[config.mk]
export PLATFORM = sky130hd
export DESIGN_NAME = detection_confidence_table
export DESIGN_NICKNAME = d
export VERILOG_FILES = /design/src/rtl/dct_pkg.sv /design/src/rtl/dct_ram.sv /design/src/rtl/dct_ctrl.sv /design/src/rtl/dct_datapath.sv /design/src/rtl/detection_confidence_table.sv
export VERILOG_INCLUDE_DIRS = /design/src /design/src/rtl
export SDC_FILE = /design/constraint.sdc
export NUM_CORES = 1
export LEC_CHECK = 0
export BUFFER_PORTS_ARGS = -buffer_cell sky130_fd_sc_hd__buf_2
export CORE_MARGIN = 3
export CORE_UTILIZATION = 35
export CTS_BUF_LIST = sky130_fd_sc_hd__clkbuf_4 sky130_fd_sc_hd__clkbuf_8 sky130_fd_sc_hd__clkbuf_16
export CTS_CLUSTER_DIAMETER = 100
export DETAILED_ROUTE_END_ITERATION = 7
export SYNTH_ARGS = -nofsm -noshare
export SYNTH_HDL_FRONTEND = slang
export SYNTH_SLANG_ARGS = --single-unit
export TNS_END_PERCENT = 1
[constraint.sdc]
create_clock -name clock -period 4.82 [get_ports clock]
set_input_delay 0 -clock clock [delete_from_list [all_inputs] [get_ports clock]]
set_output_delay 0 -clock clock [all_outputs]
set_load 0.01 [all_outputs]
[src/rtl/detection_confidence_table_assert.svh]
// ----------------------------------------------------------------------------
// detection_confidence_table_assert.svh
// Assertion macros for the detection confidence table.
// ----------------------------------------------------------------------------
`ifndef DETECTION_CONFIDENCE_TABLE_ASSERT_SVH
`define DETECTION_CONFIDENCE_TABLE_ASSERT_SVH

`ifndef SYNTH

// property holds at every clock edge outside reset
`define DCT_ASSERT(name, clk, rst, prop) \
   name: assert property (@(posedge clk) disable iff (rst) (prop)) \
      else $error("dct assertion failed");

// antecedent implies consequent on the next edge
`define DCT_ASSERT_NEXT(name, clk, rst, ante, cons) \
   name: assert property (@(posedge clk) disable iff (rst) (ante) |=> (cons)) \
      else $error("dct next-cycle assertion failed");

`else

`define DCT_ASSERT(name, clk, rst, prop)
`define DCT_ASSERT_NEXT(name, clk, rst, ante, cons)

`endif

`endif

[src/rtl/dct_pkg.sv]
// ----------------------------------------------------------------------------
// dct_pkg
// Shared types, codes and the confidence lookup for the detection
// confidence table.
// ----------------------------------------------------------------------------
package dct_pkg;

   // item modes
   localparam logic MODE_ADD   = 1'b0;
   localparam logic MODE_QUERY = 1'b1;

   // register indexes
   localparam int CSR_INDEX_W = 1;
   localparam logic [CSR_INDEX_W-1:0] CSR_MIN_DETECTIONS = 1'b0;
   localparam logic [CSR_INDEX_W-1:0] CSR_LIVE_TIME      = 1'b1;
   localparam int CSR_DATA_W = 16;

   localparam logic [7:0]  MIN_DET_RESET   = 8'd15;
   localparam logic [15:0] LIVE_TIME_RESET = 16'd500;

   localparam logic [15:0] HITS_MAX = 16'hFFFF;

   typedef struct packed {
      logic [15:0] label;
      logic [15:0] hits;
      logic [31:0] seen;
   } entry_type;

   // controller to datapath
   typedef struct packed {
      logic start;     // latch the request beat, clear search flags
      logic scan_rd;   // read one entry at scan_addr
      logic update;    // write back the entry, build the result
      logic finish;    // load the output register
   } cmd_type;

   // logistic curve, round(65536 / (1 + e^-d)) capped at 65535, for d = -16 .. 16
   localparam int CONF_SPAN = 16;
   localparam logic [15:0] CONF_TABLE [0:2*CONF_SPAN] = '{
      16'd0,     16'd0,     16'd0,     16'd0,     16'd0,     16'd1,
      16'd3,     16'd8,     16'd22,    16'd60,    16'd162,   16'd439,
      16'd1179,  16'd3108,  16'd7812,  16'd17625, 16'd32768, 16'd47911,
      16'd57724, 16'd62428, 16'd64357, 16'd65097, 16'd65374, 16'd65476,
      16'd65514, 16'd65528, 16'd65533, 16'd65535, 16'd65535, 16'd65535,
      16'd65535, 16'd65535, 16'd65535
   };

   function automatic logic [15:0] conf_lookup(input logic [15:0] hits,
                                               input logic [7:0]  min_det);
      logic signed [16:0] diff;
      logic [5:0]         idx;
      diff = $signed({1'b0, hits}) - $signed({9'b0, min_det});
      if (diff < -17'sd16) begin
         idx = 6'd0;
      end else if (diff > 17'sd16) begin
         idx = 6'd32;
      end else begin
         idx = 6'(diff + 17'sd16);
      end
      return CONF_TABLE[idx];
   endfunction

endpackage

[src/rtl/dct_ram.sv]
// ----------------------------------------------------------------------------
// dct_ram
// Generic single-port-write, single-port-read RAM with registered read.
// ----------------------------------------------------------------------------
module dct_ram #(
   parameter int WIDTH = 64,
   parameter int DEPTH = 16
) (
   input  logic                     clock,
   input  logic                     wr_en,
   input  logic [$clog2(DEPTH)-1:0] wr_addr,
   input  logic [WIDTH-1:0]         wr_data,
   input  logic                     rd_en,
   input  logic [$clog2(DEPTH)-1:0] rd_addr,
   output logic [WIDTH-1:0]         rd_data
);

   logic [WIDTH-1:0] mem_ff [0:DEPTH-1];
   logic [WIDTH-1:0] rd_data_ff;

   always_ff @(posedge clock) begin
      if (wr_en) begin
         mem_ff[wr_addr] <= wr_data;
      end
      if (rd_en) begin
         rd_data_ff <= mem_ff[rd_addr];
      end
   end

   assign rd_data = rd_data_ff;

endmodule

[src/rtl/dct_ctrl.sv]
// ----------------------------------------------------------------------------
// dct_ctrl
// Sequencer: accepts a request beat, walks the entry RAM one address per
// cycle, then write-back and result load.
// ----------------------------------------------------------------------------
module dct_ctrl #(
   parameter int TABLE_DEPTH = 16
) (
   input  logic                           clock,
   input  logic                           reset,
   input  logic                           req_valid,
   output logic                           req_stall,
   output logic                           rsp_valid,
   input  logic                           rsp_stall,
   output dct_pkg::cmd_type               cmd,
   output logic [$clog2(TABLE_DEPTH)-1:0] scan_addr
);

   localparam int ADDR_W = $clog2(TABLE_DEPTH);
   localparam logic [ADDR_W-1:0] LAST_ADDR = ADDR_W'(TABLE_DEPTH - 1);

   typedef enum logic [2:0] {
      ST_IDLE,
      ST_SCAN,
      ST_DRAIN,
      ST_UPDATE,
      ST_FINISH
   } state_type;

   state_type         state_ff;
   logic [ADDR_W-1:0] scan_addr_ff;
   logic              rsp_valid_ff;
   logic              out_free;
   logic              accept;

   assign accept   = req_valid && (state_ff == ST_IDLE);
   assign out_free = !rsp_valid_ff || !rsp_stall;

   always_ff @(posedge clock) begin
      if (reset) begin
         state_ff     <= ST_IDLE;
         scan_addr_ff <= '0;
         rsp_valid_ff <= 1'b0;
      end else begin
         if ((state_ff == ST_FINISH) && out_free) begin
            rsp_valid_ff <= 1'b1;
         end else if (rsp_valid_ff && !rsp_stall) begin
            rsp_valid_ff <= 1'b0;
         end
         unique case (state_ff)
            ST_IDLE: begin
               if (accept) begin
                  scan_addr_ff <= '0;
                  state_ff     <= ST_SCAN;
               end
            end
            ST_SCAN: begin
               if (scan_addr_ff == LAST_ADDR) begin
                  state_ff <= ST_DRAIN;
               end else begin
                  scan_addr_ff <= scan_addr_ff + ADDR_W'(1);
               end
            end
            ST_DRAIN: begin
               state_ff <= ST_UPDATE;
            end
            ST_UPDATE: begin
               state_ff <= ST_FINISH;
            end
            ST_FINISH: begin
               // wait here only while the previous result is still unread
               if (out_free) begin
                  state_ff <= ST_IDLE;
               end
            end
            default: begin
               state_ff <= ST_IDLE;
            end
         endcase
      end
   end

   always_comb begin
      cmd.start   = accept;
      cmd.scan_rd = (state_ff == ST_SCAN);
      cmd.update  = (state_ff == ST_UPDATE);
      cmd.finish  = (state_ff == ST_FINISH) && out_free;
   end

   assign scan_addr = scan_addr_ff;
   assign req_stall = (state_ff != ST_IDLE);
   assign rsp_valid = rsp_valid_ff;

endmodule

[src/rtl/dct_datapath.sv]
// ----------------------------------------------------------------------------
// dct_datapath
// Entry RAM, valid bits, search and expiry logic, config registers and the
// result register.
// ----------------------------------------------------------------------------
module dct_datapath #(
   parameter int TABLE_DEPTH = 16
) (
   input  logic                              clock,
   input  logic                              reset,
   input  dct_pkg::cmd_type                  cmd,
   input  logic [$clog2(TABLE_DEPTH)-1:0]    scan_addr,
   input  logic                              req_mode,
   input  logic [15:0]                       req_label,
   input  logic [31:0]                       req_now_ms,
   input  logic                              csr_write_en,
   input  logic [dct_pkg::CSR_INDEX_W-1:0]   csr_index,
   input  logic [dct_pkg::CSR_DATA_W-1:0]    csr_wdata,
   output logic                              rsp_found,
   output logic [15:0]                       rsp_hit_count,
   output logic [15:0]                       rsp_confidence,
   output logic                              rsp_dropped
);

   localparam int ADDR_W  = $clog2(TABLE_DEPTH);
   localparam int ENTRY_W = $bits(dct_pkg::entry_type);

   // config
   logic [7:0]  min_det_ff;
   logic [15:0] live_time_ff;

   // latched request
   logic        mode_ff;
   logic [15:0] label_ff;
   logic [31:0] now_ff;

   // search state
   logic                   chk_valid_ff;
   logic [ADDR_W-1:0]      chk_idx_ff;
   logic                   match_ff;
   logic [ADDR_W-1:0]      match_idx_ff;
   logic [15:0]            match_hits_ff;
   logic                   free_ff;
   logic [ADDR_W-1:0]      free_idx_ff;
   logic [TABLE_DEPTH-1:0] valid_ff;

   // result before the confidence lookup
   logic        res_found_ff;
   logic [15:0] res_hits_ff;
   logic        res_dropped_ff;

   // output register
   logic        out_found_ff;
   logic [15:0] out_hits_ff;
   logic [15:0] out_conf_ff;
   logic        out_dropped_ff;

   logic [ENTRY_W-1:0] rd_raw;
   dct_pkg::entry_type rd_entry;
   dct_pkg::entry_type wr_entry;
   logic               wr_en;
   logic [ADDR_W-1:0]  wr_addr;
   logic               is_add;
   logic               entry_live;
   logic               entry_hit;
   logic               first_hit;
   logic [31:0]        age;
   logic               expired;
   logic [15:0]        hits_inc;

   dct_ram #(
      .WIDTH (ENTRY_W),
      .DEPTH (TABLE_DEPTH)
   ) u_entry_ram (
      .clock   (clock),
      .wr_en   (wr_en),
      .wr_addr (wr_addr),
      .wr_data (wr_entry),
      .rd_en   (cmd.scan_rd),
      .rd_addr (scan_addr),
      .rd_data (rd_raw)
   );

   assign rd_entry   = dct_pkg::entry_type'(rd_raw);
   assign is_add     = (mode_ff == dct_pkg::MODE_ADD);
   assign entry_live = valid_ff[chk_idx_ff];
   assign entry_hit  = entry_live && (rd_entry.label == label_ff);
   assign first_hit  = entry_hit && !match_ff;
   assign age        = now_ff - rd_entry.seen;
   assign expired    = age > {16'b0, live_time_ff};
   assign hits_inc   = (match_hits_ff == dct_pkg::HITS_MAX) ?
                       match_hits_ff : match_hits_ff + 16'd1;

   // write-back in add mode: refresh the matched entry, or claim the first free one
   always_comb begin
      wr_en         = cmd.update && is_add && (match_ff || free_ff);
      wr_addr       = match_ff ? match_idx_ff : free_idx_ff;
      wr_entry.label = label_ff;
      wr_entry.hits  = match_ff ? hits_inc : 16'd0;
      wr_entry.seen  = now_ff;
   end

   always_ff @(posedge clock) begin
      if (reset) begin
         min_det_ff   <= dct_pkg::MIN_DET_RESET;
         live_time_ff <= dct_pkg::LIVE_TIME_RESET;
      end else if (csr_write_en) begin
         unique case (csr_index)
            dct_pkg::CSR_MIN_DETECTIONS: min_det_ff   <= csr_wdata[7:0];
            dct_pkg::CSR_LIVE_TIME:      live_time_ff <= csr_wdata;
            default: ;
         endcase
      end
   end

   always_ff @(posedge clock) begin
      if (reset) begin
         chk_valid_ff <= 1'b0;
         match_ff     <= 1'b0;
         free_ff      <= 1'b0;
         valid_ff     <= '0;
      end else begin
         chk_valid_ff <= cmd.scan_rd;
         if (cmd.start) begin
            match_ff <= 1'b0;
            free_ff  <= 1'b0;
         end
         if (chk_valid_ff) begin
            if (first_hit) begin
               match_ff <= 1'b1;
            end
            // free slot is taken from the valid bits before cleanup
            if (!entry_live && !free_ff) begin
               free_ff <= 1'b1;
            end
            // the matched entry gets a fresh timestamp, so this add never ages it out
            if (is_add && entry_live && !first_hit && expired) begin
               valid_ff[chk_idx_ff] <= 1'b0;
            end
         end
         if (wr_en) begin
            valid_ff[wr_addr] <= 1'b1;
         end
      end
   end

   always_ff @(posedge clock) begin
      if (cmd.start) begin
         mode_ff  <= req_mode;
         label_ff <= req_label;
         now_ff   <= req_now_ms;
      end
      chk_idx_ff <= scan_addr;
      if (chk_valid_ff && first_hit) begin
         match_idx_ff  <= chk_idx_ff;
         match_hits_ff <= rd_entry.hits;
      end
      if (chk_valid_ff && !entry_live && !free_ff) begin
         free_idx_ff <= chk_idx_ff;
      end
      if (cmd.update) begin
         if (is_add) begin
            res_found_ff   <= match_ff || free_ff;
            res_hits_ff    <= match_ff ? hits_inc : 16'd0;
            res_dropped_ff <= !match_ff && !free_ff;
         end else begin
            res_found_ff   <= match_ff;
            res_hits_ff    <= match_ff ? match_hits_ff : 16'd0;
            res_dropped_ff <= 1'b0;
         end
      end
      if (cmd.finish) begin
         out_found_ff   <= res_found_ff;
         out_hits_ff    <= res_hits_ff;
         out_conf_ff    <= res_found_ff ?
                           dct_pkg::conf_lookup(res_hits_ff, min_det_ff) : 16'd0;
         out_dropped_ff <= res_dropped_ff;
      end
   end

   assign rsp_found      = out_found_ff;
   assign rsp_hit_count  = out_hits_ff;
   assign rsp_confidence = out_conf_ff;
   assign rsp_dropped    = out_dropped_ff;

endmodule

[src/rtl/detection_confidence_table.sv]
// ----------------------------------------------------------------------------
// detection_confidence_table
// Table of tracked labels with hit counts, last-seen times and a logistic
// confidence readout.
// ----------------------------------------------------------------------------
//
//   channel  | dir | handshake            | payload
//   ---------+-----+----------------------+-------------------------------------
//   req      | in  | req_valid/req_stall  | req_mode, req_label, req_now_ms
//   rsp      | out | rsp_valid/rsp_stall  | rsp_found, rsp_hit_count,
//            |     |                      | rsp_confidence, rsp_dropped
//   csr      | in  | csr_write_en         | csr_index, csr_wdata
//
// Each beat walks the entry RAM one address per cycle through its single read
// port. Reset clears the valid bits, the sequencer and the config registers
// at once; no clearing pass. A new request beat is taken while the previous
// result waits on rsp_stall; the block holds in its last step only if that
// result is still unread.
// ----------------------------------------------------------------------------
`include "detection_confidence_table_assert.svh"

module detection_confidence_table #(
   parameter int TABLE_DEPTH = 16
) (
   input  logic                            clock,
   input  logic                            reset,
   input  logic                            req_valid,
   output logic                            req_stall,
   input  logic                            req_mode,
   input  logic [15:0]                     req_label,
   input  logic [31:0]                     req_now_ms,
   output logic                            rsp_valid,
   input  logic                            rsp_stall,
   output logic                            rsp_found,
   output logic [15:0]                     rsp_hit_count,
   output logic [15:0]                     rsp_confidence,
   output logic                            rsp_dropped,
   input  logic                            csr_write_en,
   input  logic [dct_pkg::CSR_INDEX_W-1:0] csr_index,
   input  logic [dct_pkg::CSR_DATA_W-1:0]  csr_wdata
);

   dct_pkg::cmd_type               cmd;
   logic [$clog2(TABLE_DEPTH)-1:0] scan_addr;

   dct_ctrl #(
      .TABLE_DEPTH (TABLE_DEPTH)
   ) u_ctrl (
      .clock     (clock),
      .reset     (reset),
      .req_valid (req_valid),
      .req_stall (req_stall),
      .rsp_valid (rsp_valid),
      .rsp_stall (rsp_stall),
      .cmd       (cmd),
      .scan_addr (scan_addr)
   );

   dct_datapath #(
      .TABLE_DEPTH (TABLE_DEPTH)
   ) u_datapath (
      .clock          (clock),
      .reset          (reset),
      .cmd            (cmd),
      .scan_addr      (scan_addr),
      .req_mode       (req_mode),
      .req_label      (req_label),
      .req_now_ms     (req_now_ms),
      .csr_write_en   (csr_write_en),
      .csr_index      (csr_index),
      .csr_wdata      (csr_wdata),
      .rsp_found      (rsp_found),
      .rsp_hit_count  (rsp_hit_count),
      .rsp_confidence (rsp_confidence),
      .rsp_dropped    (rsp_dropped)
   );

   `DCT_ASSERT_NEXT(a_busy_after_accept, clock, reset, req_valid && !req_stall, req_stall)
   `DCT_ASSERT(a_cmd_exclusive, clock, reset, $onehot0(cmd))
   `DCT_ASSERT(a_no_overwrite, clock, reset, !cmd.finish || !rsp_valid || !rsp_stall)
   `DCT_ASSERT(a_absent_is_zero, clock, reset, !(rsp_valid && !rsp_found) || (rsp_hit_count == 16'd0 && rsp_confidence == 16'd0))
   `DCT_ASSERT(a_drop_not_found, clock, reset, !(rsp_valid && rsp_dropped) || !rsp_found)

endmodule

==> run summary, run 1 <==
Outcome: finished, final reports clean
Avg Inst Size Synth: 19.12 um2
Crit Path Class: flop to flop
Synth warn: 0
Total power draw: 23.04 mW
Final WL: 120,800 um
Initial antenna violation count: 6
CTS Sinks: 1,266
RSZ-0062 raised after global routing: true
WHS: 0.04894 ns
Remaining DRCs: 0
Chip Width: 388.2 um
Req. time, crit path: 5.45 ns
CP max stage cell: edfxtp_1
Total I/O pin count: 107
Final Hold Vio Count: 0
Port Buffer Count: 106
Relative slew margins: 0.2006
Worst R2R Setup Slack: 0.39 ns
CTS H-tree lvls: 3
Sequential share of the synthesized area: 0.7327
Final Cycle Share: 0.9200
Crit Reg-Reg Endpoint: u_datapath.valid_ff[14]$_SDFF_PP0_
Final core occ: 0.4144
Share of flip-flops with an asynchronous set or reset: 0
Crit path capture type: flop
Final Non-Filler Cells: 4,985
CP startpoint: u_datapath.now_ff[6]$_DFFE_PP_
Share of cells above drive strength 1: 0.2498
Routed wire length per instance: 24.24 um
Slew @ Worst Pin: 1.199 ns
Worst-path clk slew: 0.06 ns
Crit path DAT: 5.06 ns
CTS Root Cell: clkbuf_16
Clock buffer depth: 3
HP Class: primary input to flop
Area grow syn2layout: 17.00%
Chip height: 388.2 um
DP Cell Count: 4,633
Setup crit start kind: flop
Critical Path, Cell by Cell: ha_1 -> a21oi_1 -> nand2_1 -> o2111ai_1 -> nand2_1 -> nor2_1 -> xnor2_1 -> ha_1 -> nand4_1 -> nor4_2 -> a22o_1 -> nand4_1 -> a2111oi_0 -> and4_4 -> nor4bb_4 -> a211oi_1
Nets@finish: 3,112
GRT overflow: 0
Dpl ws: 0.2570 ns
DR iter-0 viols: 2,509
Pre-antenna DRT Iters: 6
Post-Synthesis Cells: 2,675
# rows: 139
Final worst slack: 0.3856 ns
First-pass GRT wire length: 180,200 um
Largest net degree at the start of global routing: 100
Fmax achieved: 225.5 MHz
Final instance area: 59,830 um2
Post-synth EDFFs: 1,211
Number of global-route vias before repair: 26,498
Final Max Slew Viols: 0
TritonCTS clock tree: yes
HPWL after detailed placement: 67,510 um
Post-synth top flop: edfxtp_1
Leakage power: 18.15 nW
Post-synth cell types: 80
Core box area: 144,400 um2
Register bit count reported by yosys: 1,266
CP Max Fanout: 9
DP Area: 54,520 um2
Gr usage total: 0.1599
Worst r2r src: u_datapath.now_ff[6]$_DFFE_PP_
Starting Density: 0.3542
Final setup viols: 0
Syn_nets: 2,813
Synth Cell Area: 51,140 um2
Total CTS buffers: 121
TNS Setup: 0 ns
Max cap viols: 0
Reg2Reg Depth: 16
Min cycle time layout: 4.434 ns
Fin Clk Skew: 0.02640 ns
Clock latency on the worst-skew pair: 0.73 ns
Slowest cell delay on critical path: 0.54 ns
Antenna-violating nets left: 0
VDD IR max: 0.0002882 V
Global placer's final weighted congestion: 0.8865
Vias/cell: 5.273
Via count: 26,286
Power Dens Cells: 385.1 nW/um2
DIE AREA: 150,700 um2
Crit path capture: u_datapath.valid_ff[14]$_SDFF_PP0_
==> what timing repair did <==
item	4_1_cts	5_1_grt
setup endpoints to repair	0	18
hold endpoints to repair	126	0
hold buffers	117	0
setup buffers	0	4
resized for setup	0	7
==> logic make-up (layout without fill, tap and decap cells) <==
logic type / after synthesis / count (layout) / share of synthesized area
xor gates and xnor gates: 55 / 55 / 0.009420
adders and majority gates: 67 / 67 / 0.01669
buffers and inverters: 220 / 623 / 0.01659
AOI/OAI and AO/OA: 292 / 292 / 0.03751
muxes: 335 / 335 / 0.1451
other: 0 / 4 / 0
DFF: 1266 / 1266 / 0.7327
and+or+nand+nor: 440 / 440 / 0.04196
==> power by group <==
part | total (mW) | switching, mW | internal [mW]
clock network | 9.61 | 4.07 | 5.54
registers | 12.2 | 0.126 | 12.1
logic | 1.20 | 0.653 | 0.542
==> layer usage <==
metal,GRT usage,up-vias,wire [um]
met3,0.02186,147,6828
met2,0.2490,859,56530
met5,0,-,0
met4,0.04068,0,2125
li1,-,11496,-
met1,0.2378,13784,55350
==> synthesized netlist by cell type, types with 8 or more instances <==
library cell / count / area [um2]
inv_1: 91 / 341.6
nor4_1: 8 / 50.05
o21ai_0: 57 / 285.3
edfxtp_1: 1211 / 36360
a21oi_1: 93 / 465.5
mux4_2: 325 / 7320
nand2b_1: 17 / 106.4
xor2_1: 16 / 140.1
nand3b_1: 8 / 60.06
o211ai_1: 13 / 97.59
nor3_1: 30 / 150.1
buf_1: 28 / 105.1
clkbuf_1: 91 / 341.6
nor2_1: 132 / 495.5
ha_1: 65 / 813.3
and2_1: 20 / 125.1
mux2i_1: 8 / 80.08
o21a_1: 12 / 90.09
a211oi_1: 26 / 195.2
or3_1: 17 / 106.4
dfxtp_1: 55 / 1101
xnor2_1: 39 / 341.6
nand4_1: 21 / 131.4
o31ai_1: 11 / 82.58
nand3_1: 26 / 130.1
and3_1: 13 / 81.33
nand2_1: 118 / 442.9
==> layout by cell type (no fill, tap or decap), drive strengths merged, types with 31 or more instances in the layout <==
cell	n
dlygate4sd3	117
clkinv	52
nor3	31
mux4	325
nor2	132
nand2	118
xnor2	39
clkbuf	155
inv	96
a21oi	95
dfxtp	55
edfxtp	1211
o21ai	58
buf	187
ha	65
==> layout make-up <==
| class | instances | area, um2 |
|---|---|---|
| diodes | 4 | 10.01 |
| clock buffers | 155 | 3378 |
| clock inverters | 72 | 686.9 |
| fillers | 12756 | 84520 |
| inverters | 92 | 352.8 |
| multi-input cells | 1189 | 12980 |
| flip-flops and latches | 1266 | 37480 |
| well taps | 1903 | 2381 |
| repair buffers | 304 | 2560 |
==> registers in the layout, indices dropped and copies added (netlist names), 3 cells and up <==
| name | flops |
|---|---|
| u_ctrl.scan_addr | 4 |
| u_ctrl.state_ff | 3 |
| u_datapath.chk_idx_ff | 4 |
| u_datapath.free_idx_ff | 4 |
| u_datapath.label_ff | 16 |
| u_datapath.live_time_ff | 16 |
| u_datapath.match_hits_ff | 16 |
| u_datapath.match_idx_ff | 4 |
| u_datapath.min_det_ff | 8 |
| u_datapath.now_ff | 32 |
| u_datapath.res_hits_ff | 16 |
| u_datapath.rsp_confidence | 14 |
| u_datapath.rsp_hit_count | 16 |
| u_datapath.u_entry_ram.mem_ff | 1024 |
| u_datapath.u_entry_ram.rd_data | 64 |
| u_datapath.valid_ff | 16 |
==> critical path, delay by kind of cell, from the launching register on <==
| family | cells | cell delay [ns] |
|---|---|---|
| AND/OR/NAND/NOR | 8 | 1.60 |
| AO/OA/AOI/OAI | 5 | 1.38 |
| flip-flops | 1 | 0.54 |
| adder cells (fa/ha/maj) | 2 | 0.73 |
| XOR/XNOR | 1 | 0.09 |
==> worst min path at each step <==
stage,from,cells past startpoint,end,slack (ns)
3_3_place_gp,req_label[9],1,u_datapath.label_ff[9]$_DFFE_PP_,0.18
3_5_place_dp,req_now_ms[17],1,u_datapath.now_ff[17]$_DFFE_PP_,0.18
5_1_grt,req_now_ms[7],2,u_datapath.now_ff[7]$_DFFE_PP_,0.05
6_report,req_label[0],2,u_datapath.label_ff[0]$_DFFE_PP_,0.05
2_1_floorplan,req_label[0],0,u_datapath.label_ff[0]$_DFFE_PP_,0.1
4_1_cts,req_now_ms[7],2,u_datapath.now_ff[7]$_DFFE_PP_,0.002
No activity file was read; power rests on OpenSTA's default activity.
==> inputs of run 2 (changes only) <==
--- a/config.mk
+++ b/config.mk
@@ -13,2 +13,3 @@
 export CTS_CLUSTER_DIAMETER = 100
+export CTS_CLUSTER_SIZE = 12
 export DETAILED_ROUTE_END_ITERATION = 7
==> constraint.sdc (replaced) <==
create_clock -name clock -period 4.82 [get_ports clock]
set_input_delay 0.723 -clock clock [delete_from_list [all_inputs] [get_ports clock]]
set_output_delay 0.723 -clock clock [all_outputs]
set_load 0.01 [all_outputs]
==> run 2 against run 1 <==
Utilization fell by 1.4 points. Clock skew fell by 0.0016 ns. Maximum frequency rose by 0.14%. First-iteration DRC count fell by 4.0%. Sequential power barely moved. Combinational power fell by 7%. Die area did not move. Clock power fell by 14%. Global-route usage fell by 0.056 points. Via count fell by 2.5%. Critical path depth fell by 1. Highest routed layer is now met5.
==> run summary, run 2 (same netlist as run 1, synthesis figures left out) <==
Outcome: finished, final reports clean
Share of cells above drive strength 1: 0.2489 (-0.0009641)
Final Hold Vio Count: 0 (unchanged)
Crit Path Class: flop to flop
CP max stage cell: edfxtp_1
Area grow syn2layout: 12.99%
Top delay family on crit path: simple AND/OR/NAND/NOR gates
Crit path capture type: flop
Critical Path, Cell by Cell: ha_1 -> and3_1 -> o2111ai_1 -> nand2_1 -> nor2_1 -> xnor2_1 -> ha_1 -> nand4_1 -> nor4_2 -> a22o_1 -> nand4_1 -> a2111oi_0 -> and4_4 -> nor2_1 -> a211oi_1
HP Class: primary input to flop
Chip Width: 388.2 um (unchanged)
Worst-path clk slew: 0.06 ns (about the same)
Gr usage total: 0.1594 (-0.0005563)
Clock buffer depth: 3 (unchanged)
Fillers: 12,906 (+1.2%)
Number of global-route vias before repair: 25,990 (-1.9%)
Max cap viols: 0 (unchanged)
Total power draw: 21.58 mW (-6.3%)
DP Area: 54,520 um2 (unchanged)
Starting Density: 0.3542 (unchanged)
CTS H-tree lvls: 3 (unchanged)
Leakage power: 17.23 nW (-5.1%)
Commonest non-fill, non-tap cell in the layout: edfxtp_1
Slew @ Worst Pin: 1.159 ns (-0.04047 ns)
CP Max Fanout: 17 (+8)
CTS Sinks: 1,266 (unchanged)
Final worst slack: 0.3918 ns (+0.006180 ns)
Req. time, crit path: 5.43 ns (-0.02 ns)
Total I/O pin count: 107 (unchanged)
VDD IR max: 0.0002755 V (-4.4%)
Largest reg by FF count: u_datapath.u_entry_ram.mem_ff
Vias/cell: 5.350 (+1.5%)
Core box area: 144,400 um2 (unchanged)
Initial antenna violation count: 7 (+1)
Clock latency on the worst-skew pair: 0.71 ns (-0.02 ns)
Min cycle time layout: 4.428 ns (-0.006180 ns)
Final setup viols: 0 (unchanged)
Relative slew margins: 0.2276 (+0.02698)
Setup crit start kind: flop
TNS Setup: 0 ns (unchanged)
Dpl ws: 0.2570 ns (unchanged)
Chip height: 388.2 um (unchanged)
Nets@finish: 2,988 (-4.0%)
Commonest non-fill, non-tap cells in the layout: edfxtp_1, mux4_2, nand2_1
Port Buffer Count: 106 (unchanged)
RSZ-0062 raised after global routing: false
Final instance area: 57,780 um2 (-3.4%)
Final Max Slew Viols: 0 (unchanged)
DIE AREA: 150,700 um2 (unchanged)
Global placer's final weighted congestion: 0.8865 (unchanged)
DP Cell Count: 4,633 (unchanged)
TritonCTS clock tree: yes
Reg area: 37,480 um2 (unchanged)
Final WL: 120,100 um (-0.57%)
Power Dens Cells: 373.5 nW/um2 (-3.0%)
First-pass GRT wire length: 179,000 um (-0.66%)
Multi-input gate area: 12,990 um2 (about the same)
Total CTS buffers: 115 (-5.0%)
DR iter-0 viols: 2,409 (-4.0%)
Largest register FFs: 1,024 (unchanged)
Pre-antenna DRT Iters: 5 (-1)
Final Cycle Share: 0.9187 (-0.001282)
Fmax achieved: 225.8 MHz (+0.14%)
GRT overflow: 0 (unchanged)
# rows: 139 (unchanged)
Routed wire length per instance: 25.08 um (+3.5%)
Slowest cell delay on critical path: 0.63 ns (+0.09 ns)
Antenna-violating nets left: 0 (unchanged)
Worst R2R Setup Slack: 0.39 ns (about the same)
Via count: 25,627 (-2.5%)
Crit path DAT: 5.04 ns (-0.02 ns)
Fin Clk Skew: 0.02478 ns (-0.001619 ns)
HPWL after detailed placement: 67,510 um (unchanged)
Buf/Inv on CP: 0 (unchanged)
Largest net degree at the start of global routing: 100 (unchanged)
Remaining DRCs: 0 (unchanged)
CTS Root Cell: clkbuf_16
Final Non-Filler Cells: 4,790 (-3.9%)
run 2: cell types whose count changed in the layout (fill, tap and decap cells not counted), sizes merged:
cell | previous run | this run
inv | 96 | 95
clkinv | 52 | 2
clkbuf | 155 | 146
diode | 4 | 2
buf | 187 | 186
bufinv | 11 | 0
clkinvlp | 5 | 1
dlygate4sd3 | 117 | 0
run 2: final timing paths:
| check | startpoint | to | depth (start not counted) |
|---|---|---|---|
| worst max-delay path | u_datapath.now_ff[12]$_DFFE_PP_ | u_datapath.valid_ff[0]$_SDFF_PP0_ | 15 |
| worst min-delay path | req_now_ms[17] | u_datapath.now_ff[17]$_DFFE_PP_ | 1 |
| worst max register to register | u_datapath.now_ff[12]$_DFFE_PP_ | u_datapath.valid_ff[0]$_SDFF_PP0_ | 15 |
| worst min register to register | u_datapath.u_entry_ram.rd_data[42]$_DFFE_PP_ | u_datapath.match_hits_ff[10]$_DFFE_PP_ | 0 |
run 2: routing by layer:
metal | up-vias | routed length [um] | GRT usage
li1 | 11160 | - | -
met1 | 13494 | 54950 | 0.2362
met2 | 815 | 56310 | 0.2477
met3 | 148 | 6695 | 0.02378
met4 | 10 | 2123 | 0.04013
met5 | - | 72 | 0
run 2: repair_timing:
item,in CTS,in global routing
hold buffers,0,0
setup buffers,0,3
resized for setup,0,10
setup endpoints to repair,0,18
run 2: metrics by stage:
step | utilization | hold WS [ns]
2_1_floorplan | - | 0.3290
3_3_place_gp | 0.3777 | 0.4029
3_5_place_dp | 0.3777 | 0.4056
4_1_cts | 0.3998 | 0.1126
5_1_grt | 0.4002 | 0.1437
6_report | 0.4003 | 0.1827
run 2: worst reg2reg max path, stage by stage, from the launching register on:
cell and delay [ns]:
edfxtp_1 0.63, ha_1 0.54, and3_1 0.23, o2111ai_1 0.21, nand2_1 0.20, nor2_1 0.09, xnor2_1 0.14, ha_1 0.30
nand4_1 0.19, nor4_2 0.38, a22o_1 0.23, nand4_1 0.09, a2111oi_0 0.39, and4_4 0.38, nor2_1 0.11, a211oi_1 0.21
run 2: layout make-up:
type,count,area share
flip-flops and latches,1266,0.6487
multi-input cells,1189,0.2248
clock buffers,146,0.05383
well taps,1903,0.04121
repair buffers,186,0.02391
inverters,92,0.006107
clock inverters,6,0.001386
diodes,2,0.00008662
run 2: power breakdown:
part | switching [mW] | internal, mW | leakage (nW)
registers | 0.127 | 12.1 | 10.8
logic | 0.639 | 0.480 | 4.81
clock network | 3.77 | 4.46 | 1.59
total | 4.53 | 17.0 | 17.2
